**src/imt_pkg.sv**
```systemverilog
// ============================================================================
// imt_pkg: shared types and constants for the message line tokenizer
// Byte codes, role codes, scan modes and the result word type.
// ============================================================================
`timescale 1ns / 1ps
`default_nettype none

package imt_pkg;

    localparam int DEFAULT_MAX_PARAM_INDEX = 15;
    localparam int PARAM_NUMBER_W          = 4;
    localparam int ROLE_W                  = 3;

    localparam logic [7:0] CH_SPACE = 8'h20;
    localparam logic [7:0] CH_CR    = 8'h0D;
    localparam logic [7:0] CH_COLON = 8'h3A;

    typedef enum logic [ROLE_W-1:0] {
        ROLE_PREFIX  = 3'd0,
        ROLE_COMMAND = 3'd1,
        ROLE_PARAM   = 3'd2,
        ROLE_TRAIL   = 3'd3,
        ROLE_END     = 3'd4
    } role_t;

    typedef enum logic [1:0] {
        MODE_GAP    = 2'd0,
        MODE_WORD   = 2'd1,
        MODE_TRAIL  = 2'd2,
        MODE_PREFIX = 2'd3
    } scan_mode_t;

    // Token sequencing: command expected, command seen, parameters started.
    typedef enum logic [1:0] {
        TOK_EXPECT_CMD = 2'd0,
        TOK_CMD        = 2'd1,
        TOK_PARAM      = 2'd2
    } tok_role_t;

    typedef struct packed {
        logic [7:0]                out_byte;
        role_t                     role;
        logic [PARAM_NUMBER_W-1:0] param_number;
        logic                      token_start;
        logic                      message_end;
    } result_t;

endpackage : imt_pkg

`default_nettype wire

```
**src/irc_message_tokenizer_unit.sv**
```systemverilog
// ============================================================================
// irc_message_tokenizer_unit: byte-serial chat message line tokenizer
// Tags each non-separator byte with its token role; CR ends the message.
// ============================================================================
//
//   channel | direction | ports                                   | word
//   --------+-----------+-----------------------------------------+----------------
//   s_      | in        | s_valid, s_ready, s_in_byte             | one line byte
//   m_      | out       | m_valid, m_ready, m_out_byte, m_role,   | one tagged byte
//           |           | m_param_number, m_token_start,          | or end marker
//           |           | m_message_end                           |
//
// Cycles: one byte per cycle sustained while m_ready allows; an accepted word reaches m_
//   through the input register, then the classifier into the result register.
// Separator spaces are consumed without producing an output word.
// Reset: synchronous, active low on aresetn; parser returns to line start.
// Stalls: the input register keeps taking words while a result waits, until
//   both registers are full; s_ready then follows m_ready.
// ============================================================================
`timescale 1ns / 1ps
`default_nettype none

module irc_message_tokenizer_unit
    import imt_pkg::*;
#(
    parameter int MAX_PARAM_INDEX = DEFAULT_MAX_PARAM_INDEX
) (
    input  wire logic                      aclk,
    input  wire logic                      aresetn,
    input  wire logic                      s_valid,
    output logic                           s_ready,
    input  wire logic [7:0]                s_in_byte,
    output logic                           m_valid,
    input  wire logic                      m_ready,
    output logic [7:0]                     m_out_byte,
    output logic [ROLE_W-1:0]              m_role,
    output logic [PARAM_NUMBER_W-1:0]      m_param_number,
    output logic                           m_token_start,
    output logic                           m_message_end
);

    logic       held_valid;
    logic [7:0] held_byte;
    logic       has_result;
    result_t    parsed;
    logic       can_load;
    logic       consume;
    result_t    out_word;

    // A held byte leaves when it produces nothing or the result register has room.
    assign consume = held_valid && (!has_result || can_load);

    imt_input_stage u_input (
        .aclk       (aclk),
        .aresetn    (aresetn),
        .s_valid    (s_valid),
        .s_ready    (s_ready),
        .s_in_byte  (s_in_byte),
        .consume    (consume),
        .held_valid (held_valid),
        .held_byte  (held_byte)
    );

    // Parser state only advances on consume, so a stalled byte is re-evaluated
    // against unchanged state.
    imt_parser #(
        .MAX_PARAM_INDEX (MAX_PARAM_INDEX)
    ) u_parser (
        .aclk       (aclk),
        .aresetn    (aresetn),
        .in_byte    (held_byte),
        .consume    (consume),
        .has_result (has_result),
        .result     (parsed)
    );

    imt_output_stage u_output (
        .aclk       (aclk),
        .aresetn    (aresetn),
        .load_valid (held_valid && has_result),
        .load_word  (parsed),
        .can_load   (can_load),
        .m_valid    (m_valid),
        .m_ready    (m_ready),
        .word       (out_word)
    );

    assign m_out_byte     = out_word.out_byte;
    assign m_role         = out_word.role;
    assign m_param_number = out_word.param_number;
    assign m_token_start  = out_word.token_start;
    assign m_message_end  = out_word.message_end;

endmodule : irc_message_tokenizer_unit

`default_nettype wire

```
**src/imt_input_stage.sv**
```systemverilog
// ============================================================================
// imt_input_stage: input byte register
// Holds one accepted byte until the parser consumes it.
// ============================================================================
`timescale 1ns / 1ps
`default_nettype none

module imt_input_stage
    import imt_pkg::*;
(
    input  wire logic       aclk,
    input  wire logic       aresetn,
    input  wire logic       s_valid,
    output logic            s_ready,
    input  wire logic [7:0] s_in_byte,
    input  wire logic       consume,
    output logic            held_valid,
    output logic [7:0]      held_byte
);

    logic       valid_reg;
    logic [7:0] byte_reg;

    // Take a new word when empty or when the held one leaves this cycle.
    assign s_ready    = !valid_reg || consume;
    assign held_valid = valid_reg;
    assign held_byte  = byte_reg;

    always_ff @(posedge aclk) begin
        if (!aresetn) begin
            valid_reg <= 1'b0;
        end else if (s_ready) begin
            valid_reg <= s_valid;
        end
    end

    always_ff @(posedge aclk) begin
        if (s_valid && s_ready) begin
            byte_reg <= s_in_byte;
        end
    end

endmodule : imt_input_stage

`default_nettype wire

```
**src/imt_parser.sv**
```systemverilog
// ============================================================================
// imt_parser: tokenizer state and byte classification
// Classifies one byte per cycle and updates the scan state when it is consumed.
// ============================================================================
`timescale 1ns / 1ps
`default_nettype none

module imt_parser
    import imt_pkg::*;
#(
    parameter int MAX_PARAM_INDEX = DEFAULT_MAX_PARAM_INDEX
) (
    input  wire logic       aclk,
    input  wire logic       aresetn,
    input  wire logic [7:0] in_byte,
    input  wire logic       consume,
    output logic            has_result,
    output result_t         result
);

    localparam logic [PARAM_NUMBER_W-1:0] ParamLimit =
        (MAX_PARAM_INDEX > 15) ? PARAM_NUMBER_W'(15) : PARAM_NUMBER_W'(MAX_PARAM_INDEX);

    scan_mode_t                mode_reg, mode_next;
    logic                      line_start_reg, line_start_next;
    tok_role_t                 tok_reg, tok_next;
    logic [PARAM_NUMBER_W-1:0] pcount_reg, pcount_next;

    logic is_space, is_colon;

    assign is_space = (in_byte == CH_SPACE);
    assign is_colon = (in_byte == CH_COLON);

    always_comb begin
        mode_next                = mode_reg;
        line_start_next          = line_start_reg;
        tok_next                 = tok_reg;
        pcount_next              = pcount_reg;
        has_result               = 1'b0;
        result.out_byte          = in_byte;
        result.role              = ROLE_PREFIX;
        result.param_number      = '0;
        result.token_start       = 1'b0;
        result.message_end       = 1'b0;

        if (in_byte == CH_CR) begin
            has_result          = 1'b1;
            result.role         = ROLE_END;
            result.message_end  = 1'b1;
            mode_next           = MODE_GAP;
            line_start_next     = 1'b1;
            tok_next            = TOK_EXPECT_CMD;
            pcount_next         = '0;
        end else begin
            line_start_next = 1'b0;
            case (mode_reg)
                MODE_TRAIL: begin
                    has_result = 1'b1;
                    if (tok_reg == TOK_CMD) begin
                        result.role = ROLE_COMMAND;
                    end else begin
                        result.role         = ROLE_TRAIL;
                        result.param_number = pcount_reg;
                    end
                end
                MODE_PREFIX: begin
                    if (is_space) begin
                        mode_next = MODE_GAP;
                    end else begin
                        has_result  = 1'b1;
                        result.role = ROLE_PREFIX;
                    end
                end
                MODE_WORD: begin
                    if (is_space) begin
                        mode_next = MODE_GAP;
                    end else begin
                        has_result = 1'b1;
                        if (tok_reg == TOK_CMD) begin
                            result.role = ROLE_COMMAND;
                        end else begin
                            result.role         = ROLE_PARAM;
                            result.param_number = pcount_reg;
                        end
                    end
                end
                default: begin
                    // Between tokens: spaces are dropped, anything else opens a token.
                    if (!is_space) begin
                        has_result         = 1'b1;
                        result.token_start = 1'b1;
                        if (line_start_reg && is_colon) begin
                            mode_next   = MODE_PREFIX;
                            result.role = ROLE_PREFIX;
                        end else begin
                            mode_next = is_colon ? MODE_TRAIL : MODE_WORD;
                            if (tok_reg == TOK_EXPECT_CMD) begin
                                tok_next = TOK_CMD;
                            end else if (tok_reg == TOK_PARAM) begin
                                if (pcount_reg < ParamLimit) begin
                                    pcount_next = pcount_reg + 1'b1;
                                end
                            end else begin
                                tok_next    = TOK_PARAM;
                                pcount_next = '0;
                            end
                            if (tok_next == TOK_CMD) begin
                                result.role = ROLE_COMMAND;
                            end else begin
                                result.role         = is_colon ? ROLE_TRAIL : ROLE_PARAM;
                                result.param_number = pcount_next;
                            end
                        end
                    end
                end
            endcase
        end
    end

    always_ff @(posedge aclk) begin
        if (!aresetn) begin
            mode_reg       <= MODE_GAP;
            line_start_reg <= 1'b1;
            tok_reg        <= TOK_EXPECT_CMD;
            pcount_reg     <= '0;
        end else if (consume) begin
            mode_reg       <= mode_next;
            line_start_reg <= line_start_next;
            tok_reg        <= tok_next;
            pcount_reg     <= pcount_next;
        end
    end

endmodule : imt_parser

`default_nettype wire

```
**src/imt_output_stage.sv**
```systemverilog
// ============================================================================
// imt_output_stage: result register
// Holds one result word for the downstream side.
// ============================================================================
`timescale 1ns / 1ps
`default_nettype none

module imt_output_stage
    import imt_pkg::*;
(
    input  wire logic          aclk,
    input  wire logic          aresetn,
    input  wire logic          load_valid,
    input  wire result_t       load_word,
    output logic               can_load,
    output logic               m_valid,
    input  wire logic          m_ready,
    output result_t            word
);

    logic    valid_reg;
    result_t word_reg;

    assign can_load = !valid_reg || m_ready;
    assign m_valid  = valid_reg;
    assign word     = word_reg;

    always_ff @(posedge aclk) begin
        if (!aresetn) begin
            valid_reg <= 1'b0;
        end else if (can_load) begin
            valid_reg <= load_valid;
        end
    end

    always_ff @(posedge aclk) begin
        if (can_load && load_valid) begin
            word_reg <= load_word;
        end
    end

endmodule : imt_output_stage

`default_nettype wire

```
**config.mk**
```make
export PLATFORM = sky130hd
export DESIGN_NAME = irc_message_tokenizer_unit
export DESIGN_NICKNAME = d
export VERILOG_FILES = /design/src/imt_pkg.sv /design/src/irc_message_tokenizer_unit.sv /design/src/imt_input_stage.sv /design/src/imt_parser.sv /design/src/imt_output_stage.sv
export SDC_FILE = /design/constraint.sdc
export NUM_CORES = 1
export LEC_CHECK = 0
export ABC_AREA = 1
export BUFFER_PORTS_ARGS = -buffer_cell sky130_fd_sc_hd__buf_2
export CAP_MARGIN = 20
export CORE_MARGIN = 2
export CORE_UTILIZATION = 49
export DETAILED_ROUTE_END_ITERATION = 6
export PLACE_DENSITY = 0.74
export SYNTH_ARGS = -nofsm -noshare
export SYNTH_HDL_FRONTEND = slang
export SYNTH_HIERARCHICAL = 1
export SYNTH_SLANG_ARGS = --single-unit
```
**constraint.sdc**
```tcl
create_clock -name aclk -period 2.06 [get_ports aclk]
set_input_delay 0.618 -clock aclk [delete_from_list [all_inputs] [get_ports aclk]]
set_output_delay 0.618 -clock aclk [all_outputs]
set_load 0.005 [all_outputs]
```
==> out/qor.yml <==
clk_latency_ns: 0.34
p_clk_share_pct: 24.2
grt_overflow: 0
routabilityCongestion: 0.9062
path_class: "register to output port"
grt_usage_pct: 17.25
drive_gt1_share_pct: 35.63
drtIter0Drc: 70
syn_area_per_cell_sq_um: 8.897
powerDensity_nw_per_um2: 673.0
fmax_mhz: 449.7
ant_nets: 0
drt-total-wl_microns: 3350
dp.cells: 269
leakage_nw: 0.9785
worst_pin_slew_ns: 0.2830
ys_types: 20
pwr-share-seq_pct: 59.0
root_buffer: "clkbuf_4"
tritoncts: "built"
vias: 1401
hp-class: "primary input to register"
intPower_mw: 1.063
peakVddDrop_uv: 424.8
cts_sinks: 36
drc: 0
cp_data_required_time_ns: 1.44
port_buffers: 30
area_delta_synth_final_pct: 21.77
core_area_sq_um: 3416
clk_pin_slew_worst_paths_ns: 0.10
start_util_pct: 51.83
finClkSkew_ns: 0.02074
yosysSeqAreaShare_pct: 54.84
swShare_pct: 26.74
avgRoutedWirePerCell_microns: 11.43
fin_ws_ns: -0.1636
largest_reg_flops: 17
slew_headroom_pct: 80.93
setup_tns_ns: -0.1636
drv_slew: 0
grt_first_pass_wirelength_microns: 5313
io_pins: 31
ff_latch_area_sq_um: 970.9
antenna_found_initial: 0
synthFlopType: "edfxtp_1"
ys_warn_count: 6
status: "finished with violations"
hpwl_microns: 2244
worstPathMaxFanout: 3
clockBufferDepth: 2
fp.dieH_microns: 64.11
first_pass_iters: 4
placementRows: 21
final_nets: 259
fin_cells: 293
synth_edf_count: 25
cts.htree.levels: 2
grt_max_degree: 18
setup_viol: 1
die_x_microns: 64.11
syn_inst: 199
cts_buffers: 5
syn-num-nets: 212
power_frac_comb_pct: 16.8
dieArea_sq_um: 4110
ys_ff_latch: 36
cp-end-kind: "output port"
violations: "negative setup slack"
p_switching_uw: 388.0
critPathArrivalTime_ns: 1.61
startpoint_type: "register"
hold_viol: 0
finalCritPeriodShare_pct: 107.9
async_flop_share_pct: 0
grt_pass1_vias: 1224
diodes: 0
rsz0062_at_grt: "true"
period_needed_ns: 2.224
multi_input_area_sq_um: 633.1
final.fill_count: 294
cap_violations: 0
synth_area_sq_um: 1770
viasPerCell: 4.782
-- critical path, cell delays in order, from the launching register on --
cell and delay (ns):
edfxtp_1 0.44, nor2_2 0.13, nand2_1 0.08, nor2_2 0.15, nand2_2 0.08, a21oi_2 0.17
inv_2 0.05, nand2_2 0.06, buf_2 0.11
-- cell families (layout without fill, tap and decap cells) --
kind of cell,Yosys count,count (layout),synth area share [%]
XOR/XNOR,2,2,0.9896
buffers and inverters,45,93,11.66
flip-flops,36,36,54.84
AO/OA/AOI/OAI,26,26,8.197
AND/OR/NAND/NOR,89,89,23.60
adder cells (fa/ha/maj),1,1,0.7066
-- path summary, 6_finish.rpt --
check / end / cells after the start / slack [ns] / startpoint
worst min-delay path: u_input/held_byte[0] / 1 / 0.45 / s_in_byte[0]
worst min register to register: u_output/word[14] / 0 / 0.49 / u_input/held_byte[5]
worst max register to register: u_output/word[4] / 11 / 0.13 / u_input/held_byte[1]
worst max-delay path: s_ready / 8 / -0.16 / u_input/held_byte[1]
-- stage by stage --
step                      total power, mW  area [sq um]  hold WS (ns)  utilization (%)  worst slack, ns
after global routing                1.527          2156        0.4412            63.11          -0.2613
final                               1.451          2156        0.4542            63.11          -0.1636
after floorplan                     1.018          1774        0.4663                -          0.01866
after global placement              1.074          1937        0.4590            56.70           0.1790
after CTS                           1.464          2148        0.4392            62.89          -0.1553
after detailed placement            1.077          1937        0.4696            56.70           0.1326
-- power groups by stage --
stage	clock, mW	combinational, mW	sequential, mW
2_1_floorplan	0	0.145	0.873
5_1_grt	0.392	0.273	0.861
4_1_cts	0.365	0.244	0.855
3_3_place_gp	0	0.201	0.873
6_report	0.351	0.243	0.857
3_5_place_dp	0	0.203	0.874
-- layout by cell type (no fill, tap or decap), types with 6 or more instances in the layout --
| cell | netlist | layout |
|---|---|---|
| nand2_1 | 36 | 35 |
| inv_1 | 30 | 29 |
| buf_4 | 10 | 19 |
| buf_2 | 0 | 30 |
| dfxtp_1 | 11 | 11 |
| nand3_1 | 13 | 11 |
| nor2_1 | 24 | 19 |
| edfxtp_1 | 25 | 25 |
| inv_2 | 5 | 6 |
| a21oi_2 | 4 | 8 |
| a21oi_1 | 13 | 9 |
| nor2_2 | 3 | 8 |
| o21ai_0 | 7 | 6 |
-- per-layer routing --
metal / up-vias / share of wire, % / global-route usage, % / wire, microns
met2: 56 / 46 / 26.69 / 1549
met1: 612 / 44 / 22.66 / 1481
met4: 0 / 1.1 / 7.181 / 37
met5: - / 0 / 0 / 0
met3: 4 / 8.4 / 5.106 / 281
li1: 729 / - / - / -
-- cell usage after synthesis (3+ instances only) --
master    instances  share of area, %
a21oi_1          13               3.7
a21oi_2           4               2.0
buf_4            10               4.2
dfxtp_1          11                12
edfxtp_1         25                42
inv_1            30               6.4
inv_2             5               1.1
nand2_1          36               7.6
nand2_2           3               1.1
nand2_4           3               1.9
nand3_1          13               3.7
nand4_1           5               1.8
nor2_1           24               5.1
nor2_2            3               1.1
o21ai_0           7               2.0
-- final cells by class --
type / instances / share of cell area (%)
clock buffers: 7 / 2.089
inverters: 35 / 6.094
multi-input cells: 118 / 29.37
repair buffers: 50 / 14.51
flip-flops and latches: 36 / 45.04
clock inverters: 1 / 0.2322
well taps: 46 / 2.670
-- timing repair --
action	4_1_cts	5_1_grt
gates cloned	0	0
buffers inserted	17	6
endpoints found under the setup margin	1	16
gates resized for setup	11	6
pin swaps	5	11
hold buffers	0	0
Note: power is estimated with default switching activity, not from simulation.
